## src/hdl/clnws_pkg.sv

```systemverilog
// Shared types and constants for the character LCD nibble write sequencer.
// Used by clnws_ctrl, clnws_dp and the top level; depends on nothing else.
package clnws_pkg;

  localparam int unsigned HoldBitsDefault = 22;

  // Widths of the fixed fields and registers.
  localparam int unsigned PulseW  = 16;
  localparam int unsigned WaitW   = 22;
  localparam int unsigned SumW    = 23;
  localparam int unsigned KindW   = 3;
  localparam int unsigned IdxW    = 3;
  localparam int unsigned CfgIdxW = 3;

  // Input word layout, lowest bit first: kind, value, row, column.
  localparam int unsigned InDataW = 24;

  // Register reset values.
  localparam logic [PulseW-1:0] PulseReset      = 16'd36;
  localparam logic [WaitW-1:0]  CmdSetupReset   = 22'd3200;
  localparam logic [WaitW-1:0]  CmdSettleReset  = 22'd400000;
  localparam logic [WaitW-1:0]  DataSetupReset  = 22'd4000;
  localparam logic [WaitW-1:0]  DataMidReset    = 22'd16000;
  localparam logic [WaitW-1:0]  DataEndReset    = 22'd96000;

  // Fixed power-on waits.
  localparam logic [SumW-1:0]   PowerWait = 23'd3200000;
  localparam logic [WaitW-1:0]  FirstWait = 22'd328000;
  localparam logic [WaitW-1:0]  ShortWait = 22'd12000;

  typedef enum logic [KindW-1:0] {
    KIND_INIT  = 3'd0,
    KIND_CMD   = 3'd1,
    KIND_DATA  = 3'd2,
    KIND_GOTO  = 3'd3,
    KIND_CLEAR = 3'd4
  } kind_e;

  typedef enum logic [CfgIdxW-1:0] {
    REG_PULSE      = 3'd0,
    REG_CMD_SETUP  = 3'd1,
    REG_CMD_SETTLE = 3'd2,
    REG_DATA_SETUP = 3'd3,
    REG_DATA_MID   = 3'd4,
    REG_DATA_END   = 3'd5
  } reg_e;

  typedef enum logic [2:0] {
    SEG_POWER,
    SEG_INIT_EN,
    SEG_INIT_WAIT,
    SEG_SETUP,
    SEG_HI_EN,
    SEG_HI_WAIT,
    SEG_LO_EN,
    SEG_LO_WAIT
  } seg_e;

  typedef enum logic [3:0] {
    ST_IDLE,
    ST_POWER,
    ST_INIT_EN,
    ST_INIT_WAIT,
    ST_SETUP,
    ST_HI_EN,
    ST_HI_WAIT,
    ST_LO_EN,
    ST_LO_WAIT
  } state_e;

  typedef struct packed {
    logic            load;
    logic            issue;
    seg_e            seg;
    logic [IdxW-1:0] idx;
    logic            last;
  } dp_cmd_t;

  typedef struct packed {
    logic out_free;
  } dp_status_t;

endpackage

```

## src/hdl/clnws_ctrl.sv

```systemverilog
// Controller state machine: walks the segment program of one request.
// Depends on clnws_pkg; drives clnws_dp through dp_cmd_t.
module clnws_ctrl (
  input  logic                            clk_i,
  input  logic                            rst_ni,
  input  logic                            req_valid_i,
  input  logic [clnws_pkg::KindW-1:0]     req_kind_i,
  output logic                            req_ready_o,
  input  clnws_pkg::dp_status_t           status_i,
  output clnws_pkg::dp_cmd_t              cmd_o
);
  import clnws_pkg::*;

  state_e          state_q, state_d;
  logic [IdxW-1:0] idx_q, idx_d;
  kind_e           kind_q, kind_d;
  logic [IdxW-1:0] last_byte;

  always_ff @(posedge clk_i or negedge rst_ni) begin
    if (!rst_ni) begin
      state_q <= ST_IDLE;
      idx_q   <= '0;
      kind_q  <= KIND_INIT;
    end else begin
      state_q <= state_d;
      idx_q   <= idx_d;
      kind_q  <= kind_d;
    end
  end

  // Index of the final byte of the request in progress.
  always_comb begin
    unique case (kind_q)
      KIND_INIT:  last_byte = IdxW'(4);
      KIND_CLEAR: last_byte = IdxW'(1);
      default:    last_byte = '0;
    endcase
  end

  always_comb begin
    state_d     = state_q;
    idx_d       = idx_q;
    kind_d      = kind_q;
    req_ready_o = (state_q == ST_IDLE);
    cmd_o       = '0;
    cmd_o.idx   = idx_q;

    unique case (state_q)
      ST_POWER:     cmd_o.seg = SEG_POWER;
      ST_INIT_EN:   cmd_o.seg = SEG_INIT_EN;
      ST_INIT_WAIT: cmd_o.seg = SEG_INIT_WAIT;
      ST_SETUP:     cmd_o.seg = SEG_SETUP;
      ST_HI_EN:     cmd_o.seg = SEG_HI_EN;
      ST_HI_WAIT:   cmd_o.seg = SEG_HI_WAIT;
      ST_LO_EN:     cmd_o.seg = SEG_LO_EN;
      ST_LO_WAIT:   cmd_o.seg = SEG_LO_WAIT;
      default:      cmd_o.seg = SEG_POWER;
    endcase

    unique case (state_q)
      ST_IDLE: begin
        // Unknown kinds are taken and dropped without any segment.
        if (req_valid_i && (req_kind_i <= KIND_CLEAR)) begin
          kind_d     = kind_e'(req_kind_i);
          cmd_o.load = 1'b1;
          idx_d      = '0;
          state_d    = (kind_e'(req_kind_i) == KIND_INIT) ? ST_POWER : ST_SETUP;
        end
      end
      default: begin
        if (status_i.out_free) begin
          cmd_o.issue = 1'b1;
          unique case (state_q)
            ST_POWER:   state_d = ST_INIT_EN;
            ST_INIT_EN: state_d = ST_INIT_WAIT;
            ST_INIT_WAIT: begin
              if (idx_q == IdxW'(3)) begin
                idx_d   = '0;
                state_d = ST_SETUP;
              end else begin
                idx_d   = idx_q + IdxW'(1);
                state_d = ST_INIT_EN;
              end
            end
            ST_SETUP:   state_d = ST_HI_EN;
            ST_HI_EN:   state_d = ST_HI_WAIT;
            ST_HI_WAIT: state_d = ST_LO_EN;
            ST_LO_EN:   state_d = ST_LO_WAIT;
            ST_LO_WAIT: begin
              if (idx_q == last_byte) begin
                cmd_o.last = 1'b1;
                state_d    = ST_IDLE;
              end else begin
                idx_d   = idx_q + IdxW'(1);
                state_d = ST_SETUP;
              end
            end
            default: state_d = ST_IDLE;
          endcase
        end
      end
    endcase
  end

endmodule

```

## src/hdl/clnws_dp.sv

```systemverilog
// Datapath: timing registers, request latch, segment builder and output register.
// Depends on clnws_pkg; commanded by clnws_ctrl.
module clnws_dp #(
  parameter int unsigned HOLD_BITS = clnws_pkg::HoldBitsDefault
) (
  input  logic                              clk_i,
  input  logic                              rst_ni,
  input  logic                              cfg_we_i,
  input  logic [clnws_pkg::CfgIdxW-1:0]     cfg_index_i,
  input  logic [clnws_pkg::WaitW-1:0]       cfg_data_i,
  input  logic [clnws_pkg::InDataW-1:0]     req_data_i,
  input  clnws_pkg::dp_cmd_t                cmd_i,
  output clnws_pkg::dp_status_t             status_o,
  output logic                              out_valid_o,
  input  logic                              out_ready_i,
  output logic                              out_rs_o,
  output logic                              out_en_o,
  output logic [3:0]                        out_nibble_o,
  output logic [HOLD_BITS-1:0]              out_hold_o,
  output logic                              out_last_o
);
  import clnws_pkg::*;

  localparam logic [32:0] HoldMax = (33'd1 << HOLD_BITS) - 33'd1;

  logic [PulseW-1:0] pulse_q;
  logic [WaitW-1:0]  cmd_setup_q, cmd_settle_q, data_setup_q, data_mid_q, data_end_q;

  kind_e       kind_q;
  logic [7:0]  value_q;
  logic        row_q;
  logic [5:0]  column_q;
  logic [3:0]  held_nibble_q, held_nibble_d;

  logic             valid_q;
  logic             rs_q, en_q, last_q;
  logic [3:0]       nib_q;
  logic [HOLD_BITS-1:0] hold_q;

  logic             seg_rs, seg_en;
  logic [3:0]       seg_nib, init_nib;
  logic [7:0]       cur_byte;
  logic [WaitW-1:0] init_wait;
  logic [SumW-1:0]  seg_sum;
  logic [32:0]      sum_ext;
  logic [HOLD_BITS-1:0] seg_hold;

  assign status_o.out_free = !valid_q || out_ready_i;

  // Timing registers; writes to an index past the list are ignored.
  always_ff @(posedge clk_i or negedge rst_ni) begin
    if (!rst_ni) begin
      pulse_q      <= PulseReset;
      cmd_setup_q  <= CmdSetupReset;
      cmd_settle_q <= CmdSettleReset;
      data_setup_q <= DataSetupReset;
      data_mid_q   <= DataMidReset;
      data_end_q   <= DataEndReset;
    end else if (cfg_we_i) begin
      unique case (cfg_index_i)
        REG_PULSE:      pulse_q      <= cfg_data_i[PulseW-1:0];
        REG_CMD_SETUP:  cmd_setup_q  <= cfg_data_i;
        REG_CMD_SETTLE: cmd_settle_q <= cfg_data_i;
        REG_DATA_SETUP: data_setup_q <= cfg_data_i;
        REG_DATA_MID:   data_mid_q   <= cfg_data_i;
        REG_DATA_END:   data_end_q   <= cfg_data_i;
        default: ;
      endcase
    end
  end

  always_ff @(posedge clk_i) begin
    if (cmd_i.load) begin
      kind_q   <= kind_e'(req_data_i[2:0]);
      value_q  <= req_data_i[10:3];
      row_q    <= req_data_i[11];
      column_q <= req_data_i[17:12];
    end
  end

  // Byte sent for the current byte slot of the request.
  always_comb begin
    unique case (kind_q)
      KIND_INIT: begin
        unique case (cmd_i.idx)
          IdxW'(0): cur_byte = 8'h28;
          IdxW'(1): cur_byte = 8'h08;
          IdxW'(2): cur_byte = 8'h0F;
          IdxW'(3): cur_byte = 8'h01;
          default:  cur_byte = 8'h06;
        endcase
      end
      KIND_CLEAR: cur_byte = (cmd_i.idx == '0) ? 8'h01 : 8'h02;
      KIND_GOTO:  cur_byte = (row_q ? 8'hC0 : 8'h80) + {2'b00, column_q};
      default:    cur_byte = value_q;
    endcase
  end

  assign init_nib  = (cmd_i.idx == IdxW'(3)) ? 4'h2 : 4'h3;
  assign init_wait = (cmd_i.idx == '0) ? FirstWait : ShortWait;

  always_comb begin
    seg_rs        = (kind_q == KIND_DATA);
    seg_en        = 1'b0;
    seg_nib       = held_nibble_q;
    seg_sum       = {7'd0, pulse_q};
    held_nibble_d = held_nibble_q;
    unique case (cmd_i.seg)
      SEG_POWER: begin
        seg_rs        = 1'b0;
        seg_nib       = 4'h0;
        seg_sum       = PowerWait;
        held_nibble_d = 4'h0;
      end
      SEG_INIT_EN: begin
        seg_rs        = 1'b0;
        seg_en        = 1'b1;
        seg_nib       = init_nib;
        held_nibble_d = init_nib;
      end
      SEG_INIT_WAIT: begin
        seg_rs  = 1'b0;
        seg_nib = init_nib;
        seg_sum = {7'd0, pulse_q} + {1'b0, init_wait};
      end
      SEG_SETUP: begin
        seg_sum = {1'b0, seg_rs ? data_setup_q : cmd_setup_q};
      end
      SEG_HI_EN: begin
        seg_en        = 1'b1;
        seg_nib       = cur_byte[7:4];
        held_nibble_d = cur_byte[7:4];
      end
      SEG_HI_WAIT: begin
        seg_nib = cur_byte[7:4];
        seg_sum = {7'd0, pulse_q} + {1'b0, seg_rs ? data_mid_q : cmd_settle_q};
      end
      SEG_LO_EN: begin
        seg_en        = 1'b1;
        seg_nib       = cur_byte[3:0];
        held_nibble_d = cur_byte[3:0];
      end
      SEG_LO_WAIT: begin
        seg_nib = cur_byte[3:0];
        seg_sum = {7'd0, pulse_q} + {1'b0, seg_rs ? data_end_q : cmd_settle_q};
      end
      default: ;
    endcase
  end

  // Holds beyond the output width saturate.
  always_comb begin
    sum_ext  = 33'(seg_sum);
    seg_hold = (sum_ext > HoldMax) ? HoldMax[HOLD_BITS-1:0] : sum_ext[HOLD_BITS-1:0];
  end

  always_ff @(posedge clk_i or negedge rst_ni) begin
    if (!rst_ni) begin
      valid_q       <= 1'b0;
      held_nibble_q <= 4'h0;
    end else begin
      if (cmd_i.issue) begin
        valid_q       <= 1'b1;
        held_nibble_q <= held_nibble_d;
      end else if (out_ready_i) begin
        valid_q <= 1'b0;
      end
    end
  end

  always_ff @(posedge clk_i) begin
    if (cmd_i.issue) begin
      rs_q   <= seg_rs;
      en_q   <= seg_en;
      nib_q  <= seg_nib;
      hold_q <= seg_hold;
      last_q <= cmd_i.last;
    end
  end

  assign out_valid_o  = valid_q;
  assign out_rs_o     = rs_q;
  assign out_en_o     = en_q;
  assign out_nibble_o = nib_q;
  assign out_hold_o   = hold_q;
  assign out_last_o   = last_q;

endmodule

```

## src/hdl/char_lcd_nibble_write_sequencer_unit.sv

```systemverilog
// Top level of the character LCD nibble write sequencer.
// Instantiates clnws_ctrl and clnws_dp; types and constants from clnws_pkg.
//
// Usage: each word on the slave stream is one request for a 4-bit character
// LCD: power-on init, command byte, data byte, cursor goto or clear screen.
// The block answers with a run of pin segments on the master stream, one
// word per segment, giving RS, EN, the bus nibble and a hold time in clocks;
// tlast marks the final segment of the request. A byte becomes five segments
// (setup, then EN high and EN low for each nibble, high nibble first), a
// clear ten and the init sequence thirty-four.
// Timing: a request is taken only while the controller is idle. The request is
// registered into the controller state and the request latch, and each segment
// then passes through the output register; while the receiver is ready,
// segments follow one per cycle, as the controller's segment walk issues them.
// Requests of an unknown kind are taken and give no segments.
// The timing registers are written through the cfg channel, which is always
// ready, and should only be changed while no request is in flight.
// Reset restores the register defaults, clears the held bus nibble and
// empties the output register. When the receiver stalls, the pending segment
// holds in the output register and the walk pauses until it is taken.
module char_lcd_nibble_write_sequencer_unit #(
  parameter int unsigned HOLD_BITS = clnws_pkg::HoldBitsDefault,
  localparam int unsigned OutDataW = ((6 + HOLD_BITS + 7) / 8) * 8
) (
  input  logic                            clk_i,
  input  logic                            rst_ni,
  // Request words. tdata fields from bit 0: kind[2:0], value[10:3],
  // row[11], column[17:12], zero fill above.
  input  logic                            s_axis_tvalid_i,
  output logic                            s_axis_tready_o,
  input  logic [clnws_pkg::InDataW-1:0]   s_axis_tdata_i,
  // Segment words. tdata fields from bit 0: rs_level[0], enable_level[1],
  // bus_nibble[5:2], hold_cycles[HOLD_BITS+5:6], zero fill above.
  output logic                            m_axis_tvalid_o,
  input  logic                            m_axis_tready_i,
  output logic [OutDataW-1:0]             m_axis_tdata_o,
  output logic                            m_axis_tlast_o,
  // Register writes: index selects the timing register, data is its value.
  input  logic                            cfg_valid_i,
  output logic                            cfg_ready_o,
  input  logic [clnws_pkg::CfgIdxW-1:0]   cfg_index_i,
  input  logic [clnws_pkg::WaitW-1:0]     cfg_data_i
);
  import clnws_pkg::*;

  dp_cmd_t              cmd;
  dp_status_t           status;
  logic                 out_rs, out_en;
  logic [3:0]           out_nib;
  logic [HOLD_BITS-1:0] out_hold;

  assign cfg_ready_o = 1'b1;

  clnws_ctrl u_ctrl (
    .clk_i       (clk_i),
    .rst_ni      (rst_ni),
    .req_valid_i (s_axis_tvalid_i),
    .req_kind_i  (s_axis_tdata_i[KindW-1:0]),
    .req_ready_o (s_axis_tready_o),
    .status_i    (status),
    .cmd_o       (cmd)
  );

  clnws_dp #(
    .HOLD_BITS (HOLD_BITS)
  ) u_dp (
    .clk_i        (clk_i),
    .rst_ni       (rst_ni),
    .cfg_we_i     (cfg_valid_i),
    .cfg_index_i  (cfg_index_i),
    .cfg_data_i   (cfg_data_i),
    .req_data_i   (s_axis_tdata_i),
    .cmd_i        (cmd),
    .status_o     (status),
    .out_valid_o  (m_axis_tvalid_o),
    .out_ready_i  (m_axis_tready_i),
    .out_rs_o     (out_rs),
    .out_en_o     (out_en),
    .out_nibble_o (out_nib),
    .out_hold_o   (out_hold),
    .out_last_o   (m_axis_tlast_o)
  );

  // Segment fields packed from the lowest bit, zero filled to whole bytes.
  assign m_axis_tdata_o = OutDataW'({out_hold, out_nib, out_en, out_rs});

endmodule
```

## config.mk

```make
export PLATFORM = sky130hd
export DESIGN_NAME = char_lcd_nibble_write_sequencer_unit
export DESIGN_NICKNAME = d
export VERILOG_FILES = /design/src/hdl/clnws_pkg.sv /design/src/hdl/clnws_ctrl.sv /design/src/hdl/clnws_dp.sv /design/src/hdl/char_lcd_nibble_write_sequencer_unit.sv
export SDC_FILE = /design/constraint.sdc
export NUM_CORES = 1
export LEC_CHECK = 0
export ABC_AREA = 0
export BUFFER_PORTS_ARGS = -buffer_cell sky130_fd_sc_hd__clkbuf_2
export CORE_MARGIN = 3
export CORE_UTILIZATION = 45
export DETAILED_ROUTE_END_ITERATION = 8
export GPL_TIMING_DRIVEN = 0
export HOLD_SLACK_MARGIN = 0.02
export MAX_ROUTING_LAYER = met4
export PLACE_DENSITY = 0.62
export RECOVER_POWER = 100
export SLEW_MARGIN = 20
export SYNTH_ARGS = -nofsm -noshare
export SYNTH_HDL_FRONTEND = slang
export SYNTH_SLANG_ARGS = --single-unit
export TNS_END_PERCENT = 20
```

## constraint.sdc

```tcl
create_clock -name clk_i -period 13.8 [get_ports clk_i]
set_clock_uncertainty 0.1 [all_clocks]
set_input_delay 0.69 -clock clk_i [delete_from_list [all_inputs] [get_ports clk_i]]
set_output_delay 0.69 -clock clk_i [all_outputs]
set_load 0.01 [all_outputs]
```

==> results.json, run 1 <==
{
  "wl_met2_um": 10910,
  "layout-drive-gt1-share_pct": 25.07,
  "slew_violations": 170,
  "track_usage_pct": 21.46,
  "ys_warn_count": 0,
  "async_flop_share_pct": 75.00,
  "dr.pass1.iters": 6,
  "hold_violations": 0,
  "drv_cap": 3,
  "grt_pass1_vias": 7126,
  "yosysTopAreaCell": "dfrtp_1",
  "clock_sinks": 188,
  "endpoint_kind": "async pin",
  "port_buffers": 78,
  "n_antenna_cell": 0,
  "rsz0062_at_grt": "no",
  "via_per_inst": 5.658,
  "cts_setup_buffers": 0,
  "outcome": "complete, but fails checks",
  "netlist.area_leader.share_pct": 27.54,
  "fp.dieW_um": 155.7,
  "antenna_found_initial": 0,
  "wl_met3_um": 1023,
  "crit_path_max_fanout": 76,
  "switchingPower_uw": 923.7,
  "synth-seq-cells": 188,
  "hold_class": "input pin to register",
  "power.density_nw_per_um2": 209.1,
  "grt_max_degree": 77,
  "cts_made_buffers": 17,
  "fmax_mhz": 149.2,
  "syn_area_per_cell_um2": 11.20,
  "violations": "capacitance limit, slew limit",
  "setup_viol": 0,
  "n_fill_cell": 1977,
  "switching_share_pct": 38.76,
  "tightestPinTransition_ns": 3.923,
  "synthCells": 901,
  "syn-cell-area_um2": 10090,
  "die_h_um": 155.7,
  "fin_tns_setup_ns": 0,
  "cts_resized": 0,
  "dr_total_vias": 7338,
  "seq_power_share_pct": 36.0,
  "path_buf_inv": 2,
  "nets": 1092,
  "start_util_pct": 45.94,
  "max_stage_delay_ns": 2.91,
  "wirelength_um": 24820,
  "combPwrFrac_pct": 41.9,
  "die_area_um2": 24250,
  "ys_types": 77,
  "wl_met1_um": 12280,
  "start_kind": "input pin",
  "cp_data_required_time_ns": 13.34,
  "drtIter0Drc": 588,
  "cts_tree": "built",
  "arrival_ns": 6.24,
  "ir_worst_vdd_mv": 0.07109,
  "clockBufferDepth": 2,
  "clkLatencyLatePin_ns": 0.44,
  "wl_per_cell_um": 19.14,
  "hold_ws_ns": 0.3193,
  "area_growth_syn_to_layout_pct": 12.97,
  "criticalPathCategory": "input pin to async pin",
  "place_hpwl_um": 18350,
  "ys_seq_area_share_pct": 49.34,
  "period_needed_ns": 6.701,
  "root_buffer": "clkbuf_16",
  "internal-power_mw": 1.460,
  "synth_most_common_cell": "mux2_2",
  "p_leak_nw": 4.835,
  "critPathSlowestCell": "clkbuf_1",
  "ioPinCount": 90,
  "hold_buffers": 0,
  "synth-edff-count": 47,
  "cp_cell_sequence": "clkbuf_1 -> clkbuf_1",
  "whs_path_depth": 1,
  "gp_congestion": 0.9156,
  "grt_pass1_wl_um": 39560,
  "drc": 0,
  "h-tree-depth": 4,
  "rows": 54,
  "cp_top_family": "buffers and inverters",
  "slew_headroom_pct": -161.5,
  "ff2ff_path_depth": 17,
  "yosys-top-cells-area": "dfrtp_1 (28%), edfxtp_1 (14%), mux2_2 (14%), dfstp_2 (7.8%), nand2_1 (4.5%)",
  "core_area_um2": 21960,
  "min_period_over_period_pct": 48.56,
  "clk_pin_slew_ns": 0.07,
  "worst_path_most_repeated_cell": "clkbuf_1",
  "routed.top_layer": "met4",
  "synth_common_cells": "mux2_2 (125), nand2_1 (120), dfrtp_1 (111), a21oi_1 (51), o21ai_0 (49)",
  "drtAntennaViolNets": 0,
  "crit_cells": 2,
  "clockPowerShare_pct": 22.0,
  "synth_top_flop_cell": "dfrtp_1",
  "gr-total-overflow": 0
}
==> area by class of cell <==
type                            instances  area [µm²]  area share [%]
Sequential cell                       188        4977           43.68
Multi-Input combinational cell        656        4808           42.19
Clock buffer                           18       450.4           3.953
Timing Repair Buffer                   81       352.8           3.096
Tap cell                              280       350.3           3.074
Buffer                                 42       198.9           1.746
Clock inverter                         14       190.2           1.669
Inverter                               18       67.56          0.5929
==> power by group through the flow <==
stage	logic [mW]	clock network, mW	registers (mW)
finish	1.00	0.525	0.859
global route	1.10	0.558	0.878
CTS	1.03	0.536	0.858
detailed placement	1.03	0	0.867
global placement	1.01	0	0.866
floorplan	0.720	0	0.867
==> cell families after synthesis <==
group                      after synthesis  share of synthesized area (%)
and+or+nand+nor                        237                          11.28
AOI/OAI and AO/OA                      204                          13.53
buffers and inverters                   60                          2.729
other                                    2                        0.07445
muxes                                  155                          16.93
adders and majority gates               34                          4.292
xor gates and xnor gates                21                          1.823
DFF                                    188                          49.34
==> registers in the layout (all words and copies together) (netlist names), 6 cells and up <==
name,count
u_dp.cmd_settle_q,22
u_dp.cmd_setup_q,22
u_dp.data_end_q,22
u_dp.data_mid_q,22
u_dp.data_setup_q,22
u_dp.out_hold_o,22
u_dp.pulse_q,16
u_dp.value_q,8
u_dp.column_q,6
==> layout by cell type, fill, tap and decap left out, types with 4 or more instances in the layout <==
master     Yosys  layout
mux2_2       125     125
a211oi_1       4       4
a21o_1         9       9
a221oi_1      11      11
nor2_1        39      39
o211ai_1      12      17
nand2_1      120     120
xor2_1         8       8
nor3_1        13      13
a22oi_1        5       5
inv_1         16      17
a21oi_1       51      51
clkbuf_2       0      39
o21ai_0       49      51
buf_4          8       8
edfxtp_1      47      47
mux2i_1       30      30
nor3b_1        4       4
ha_1          33      33
and3_1         4       4
dfstp_2       30      30
a22o_1         4       4
conb_1         2       5
clkbuf_16      0      18
nand3_1       12      12
nor2b_1        7       7
inv_6          0       4
dfrtp_1      111     111
o31ai_1        7       7
a31oi_1        6       6
xnor2_1       13      13
clkbuf_1      23      70
nand2b_1      10      10
==> metal layers <==
metal,track usage (%),up-vias
met5,-,-
met4,7.023,0
met3,3.440,30
met2,31.15,180
met1,30.90,3624
li1,-,3504
==> metrics by stage <==
| stage | cells | cell area (µm²) | setup WS [ns] | utilization [%] | total power, mW |
|---|---|---|---|---|---|
| floorplan | 904 | 10100 | 9.253 | - | 1.587 |
| global placement | 1262 | 10840 | 8.018 | 49.36 | 1.871 |
| detailed placement | 1265 | 10920 | 7.972 | 49.73 | 1.894 |
| CTS | 1297 | 11560 | 7.966 | 52.64 | 2.426 |
| global route | 1297 | 11400 | 5.725 | 51.90 | 2.539 |
| finish | 1297 | 11400 | 7.099 | 51.90 | 2.383 |
==> worst paths after layout <==
path                                                     end  slack (ns)                         startpoint
max                        u_dp.cmd_settle_q[20]$_DFFE_PN0P_        7.10                             rst_ni
max reg2reg                u_dp.out_hold_o[15]$_SDFFCE_PN1P_        7.56           u_dp.kind_q[1]$_DFFE_PP_
min                               u_dp.column_q[3]$_DFFE_PP_        0.32                 s_axis_tdata_i[15]
min reg2reg                u_dp.held_nibble_q[2]$_DFFE_PN0P_        0.38  u_dp.held_nibble_q[2]$_DFFE_PN0P_
min in group asynchronous     u_dp.data_mid_q[5]$_DFFE_PN0P_        1.42                             rst_ni
max in group clk_i         u_dp.out_hold_o[15]$_SDFFCE_PN1P_        7.56           u_dp.kind_q[1]$_DFFE_PP_
(Power assumes the default switching activity.)
==> run 2, diff against run 1 <==
--- a/config.mk
+++ b/config.mk
@@ -5,7 +5,7 @@
 export SDC_FILE = /design/constraint.sdc
 export NUM_CORES = 1
 export LEC_CHECK = 0
-export ABC_AREA = 0
+export ABC_AREA = 1
 export BUFFER_PORTS_ARGS = -buffer_cell sky130_fd_sc_hd__clkbuf_2
 export CORE_MARGIN = 3
 export CORE_UTILIZATION = 45
==> constraint.sdc (replaced) <==
create_clock -name clk_i -period 6.3 [get_ports clk_i]
set_clock_uncertainty 0.1 [all_clocks]
set_input_delay 0.315 -clock clk_i [delete_from_list [all_inputs] [get_ports clk_i]]
set_output_delay 0.315 -clock clk_i [all_outputs]
set_load 0.01 [all_outputs]
==> results.json, run 2 <==
{
  "root_buffer": "clkbuf_16",
  "muxShareOfSynthArea_pct": 0.6143,
  "setup_viol": 0,
  "cp_top_family": "simple AND/OR/NAND/NOR gates",
  "layout_commonest_cell": "nand2_1",
  "violations": "capacitance limit, slew limit",
  "synthCells": 1275,
  "synthXorXnorAreaFrac_pct": 0.3440,
  "h-tree-depth": 4,
  "fin_tns_setup_ns": 0,
  "n_fill_cell": 2180,
  "n_antenna_cell": 0,
  "crit_path_max_fanout": 10,
  "cp_data_required_time_ns": 6.38,
  "dr.pass1.iters": 5,
  "arrival_ns": 5.53,
  "grt_pass1_vias": 8277,
  "clock_sinks": 188,
  "max_stage_delay_ns": 0.50,
  "rows": 54,
  "layout-drive-gt1-share_pct": 10.91,
  "critPathSlowestCell": "o21ai_0",
  "fp.dieW_um": 156.4,
  "async_flop_share_pct": 75.00,
  "criticalPathCategory": "register to register",
  "period_needed_ns": 5.451,
  "cp_cell_sequence": "inv_1 -> ha_1 -> nand3_1 -> nand3_1 -> nand3_1 -> inv_4 -> clkbuf_1 -> nand2_1 -> nand3_1 -> o21ai_0 -> inv_1 -> ha_1 -> o21ai_0 -> inv_1 -> nand2_1 -> nand2_1 -> a21oi_1 -> inv_1 -> nand3_1 -> inv_1 -> nand3_1 -> buf_6 -> nand3_1",
  "synth_compound_area_share_pct": 14.31,
  "layout_setup_ws_ns": 0.8489,
  "syn_area_per_cell_um2": 7.987,
  "ir_worst_vdd_mv": 0.1861,
  "hold_class": "input pin to register",
  "gr-total-overflow": 0,
  "start_util_pct": 46.23,
  "gp_congestion": 0.9186,
  "endpoint_kind": "register",
  "wirelength_um": 28010,
  "rsz0062_at_grt": "no",
  "path_buf_inv": 8,
  "synth-seq-cells": 188,
  "grt_pass1_wl_um": 45000,
  "slew_headroom_pct": -202.8,
  "outcome": "complete, but fails checks",
  "tightestPinTransition_ns": 4.542,
  "multi_input_area_um2": 4410,
  "synth_top_flop_cell": "dfrtp_1",
  "start_kind": "register",
  "area_growth_syn_to_layout_pct": 14.27,
  "syn-cell-area_um2": 10180,
  "grt_max_degree": 79,
  "yosys-top-cells-area": "dfrtp_1 (27%), nand2_1 (15%), edfxtp_1 (14%), o21ai_0 (9.2%), dfstp_2 (7.7%)",
  "slew_violations": 78,
  "layout_common_cells": "nand2_1 (408), o21ai_0 (187), inv_1 (127), dfrtp_1 (111), clkbuf_1 (75)",
  "clkLatencyLatePin_ns": 0.45,
  "fmax_mhz": 183.4,
  "dr_total_vias": 8788,
  "dp.cells": 1639,
  "synth_common_cells": "nand2_1 (408), o21ai_0 (187), inv_1 (127), dfrtp_1 (111), nor2_1 (65)",
  "drtIter0Drc": 618,
  "post-place-ws_ns": 1.324,
  "worst_path_most_repeated_cell": "nand3_1",
  "core_area_um2": 22030,
  "yosysTopAreaCell": "dfrtp_1",
  "cts_tree": "built",
  "via_per_inst": 5.197,
  "clockBufferDepth": 2,
  "power.density_nw_per_um2": 425.5,
  "track_usage_pct": 24.25,
  "drtAntennaViolNets": 0,
  "synth_top_family_by_area": "simple AND/OR/NAND/NOR gates",
  "stdcell_count": 1691,
  "synth_most_common_cell": "nand2_1",
  "nets": 1486,
  "hold_violations": 0,
  "min_period_over_period_pct": 86.53,
  "drc": 0,
  "cts_made_buffers": 17,
  "die_area_um2": 24470,
  "die_h_um": 156.4,
  "seqCellArea_um2": 4977,
  "netlist.area_leader.share_pct": 27.28,
  "wl_per_cell_um": 16.57,
  "p_leak_nw": 5.659,
  "clk_pin_slew_ns": 0.08,
  "antenna_found_initial": 0,
  "drv_cap": 1,
  "port_buffers": 78,
  "synth_fa_ha_area_share_pct": 4.251,
  "ioPinCount": 90,
  "ys_seq_area_share_pct": 48.88,
  "synthSimpleGateAreaFrac_pct": 24.27,
  "synth-edff-count": 47,
  "place_hpwl_um": 20950,
  "ys_types": 50,
  "ys_warn_count": 0
}
## run 2: changes by cell type after synthesis, moves of 16 or more
cell / delta
inv_1: +111
mux2_2: -123
mux2i_1: -26
nand2_1: +288
nand3_1: +52
nor2_1: +26
o21ai_0: +138
or2_2: +16
## run 2: worst register-to-register path: cells and delay by family, from the launching register on
| family | cells | cell delay [ns] |
|---|---|---|
| AND/OR/NAND/NOR | 10 | 1.83 |
| flip-flops | 1 | 0.41 |
| adder cells (fa/ha/maj) | 2 | 0.51 |
| AO/OA/AOI/OAI | 3 | 0.95 |
| buffers and inverters | 8 | 1.38 |
## run 2: repair_timing
action                    in CTS  in global routing
resized for setup              0                  0
hold buffers                  20                  0
buffers inserted               0                  0
hold endpoints to repair      82                  0
## run 2: final timing paths
check,start,to,slack (ns),cells past startpoint
hold reg to reg,u_dp.cmd_setup_q[13]$_DFFE_PN0P_,u_dp.cmd_setup_q[13]$_DFFE_PN0P_,0.38,2
setup / recovery,u_ctrl.state_q[0]$_DFFE_PN0P_,u_dp.out_hold_o[2]$_SDFFCE_PN1P_,0.85,23
max in group asynchronous,rst_ni,u_dp.pulse_q[6]$_DFFE_PN0P_,1.58,2
min in group asynchronous,rst_ni,u_ctrl.kind_q[0]$_DFFE_PN0P_,1.94,2
setup reg to reg,u_ctrl.state_q[0]$_DFFE_PN0P_,u_dp.out_hold_o[2]$_SDFFCE_PN1P_,0.85,23
hold / removal,cfg_data_i[16],u_dp.data_end_q[16]$_DFFE_PN1P_,0.09,3
## run 2: per-layer routing
layer	track usage, %	vias to the layer above	share of wire, %
met2	37.96	216	47
met3	3.512	26	4.6
li1	-	4424	-
met1	33.42	4122	47
met5	-	-	0
met4	6.253	0	1.4
## run 2: logic make-up (layout without fill, tap and decap cells)
| group | count (synthesis) | count (layout) |
|---|---|---|
| xor+xnor | 4 | 4 |
| other cells | 2 | 5 |
| flops | 188 | 188 |
| simple gates | 586 | 586 |
| buf+inv | 181 | 314 |
| fa+ha+maj | 34 | 34 |
| mux | 6 | 6 |
| compound gates | 274 | 274 |
## run 2: power by group
part | leakage, nW | switching [mW] | internal [mW]
Sequential | 2.16 | 0.158 | 1.67
Clock | 0.287 | 0.541 | 0.531
Combinational | 3.21 | 1.38 | 0.677
Total | 5.66 | 2.08 | 2.87
## run 2: area by class of cell
cell class              instances  area share [%]
multi-input cells             909           37.90
clock inverters                14           1.323
flip-flops and latches        188           42.77
inverters                     132           4.280
plain buffers                  49           2.054
clock buffers                  18           3.688
well taps                     280           3.011
repair buffers                101           4.968
## run 2: through the flow
step | hold WS [ns] | instance area (µm²) | power, mW | util (%)
finish | 0.09233 | 11640 | 4.952 | 52.83
global route | 0.1279 | 11640 | 5.335 | 52.83
CTS | 0.09575 | 11800 | 5.048 | 53.59
detailed placement | 0.2975 | 11020 | 3.958 | 50.03
global placement | 0.3592 | 10940 | 3.901 | 49.65
floorplan | -0.08059 | 10190 | 3.275 | -
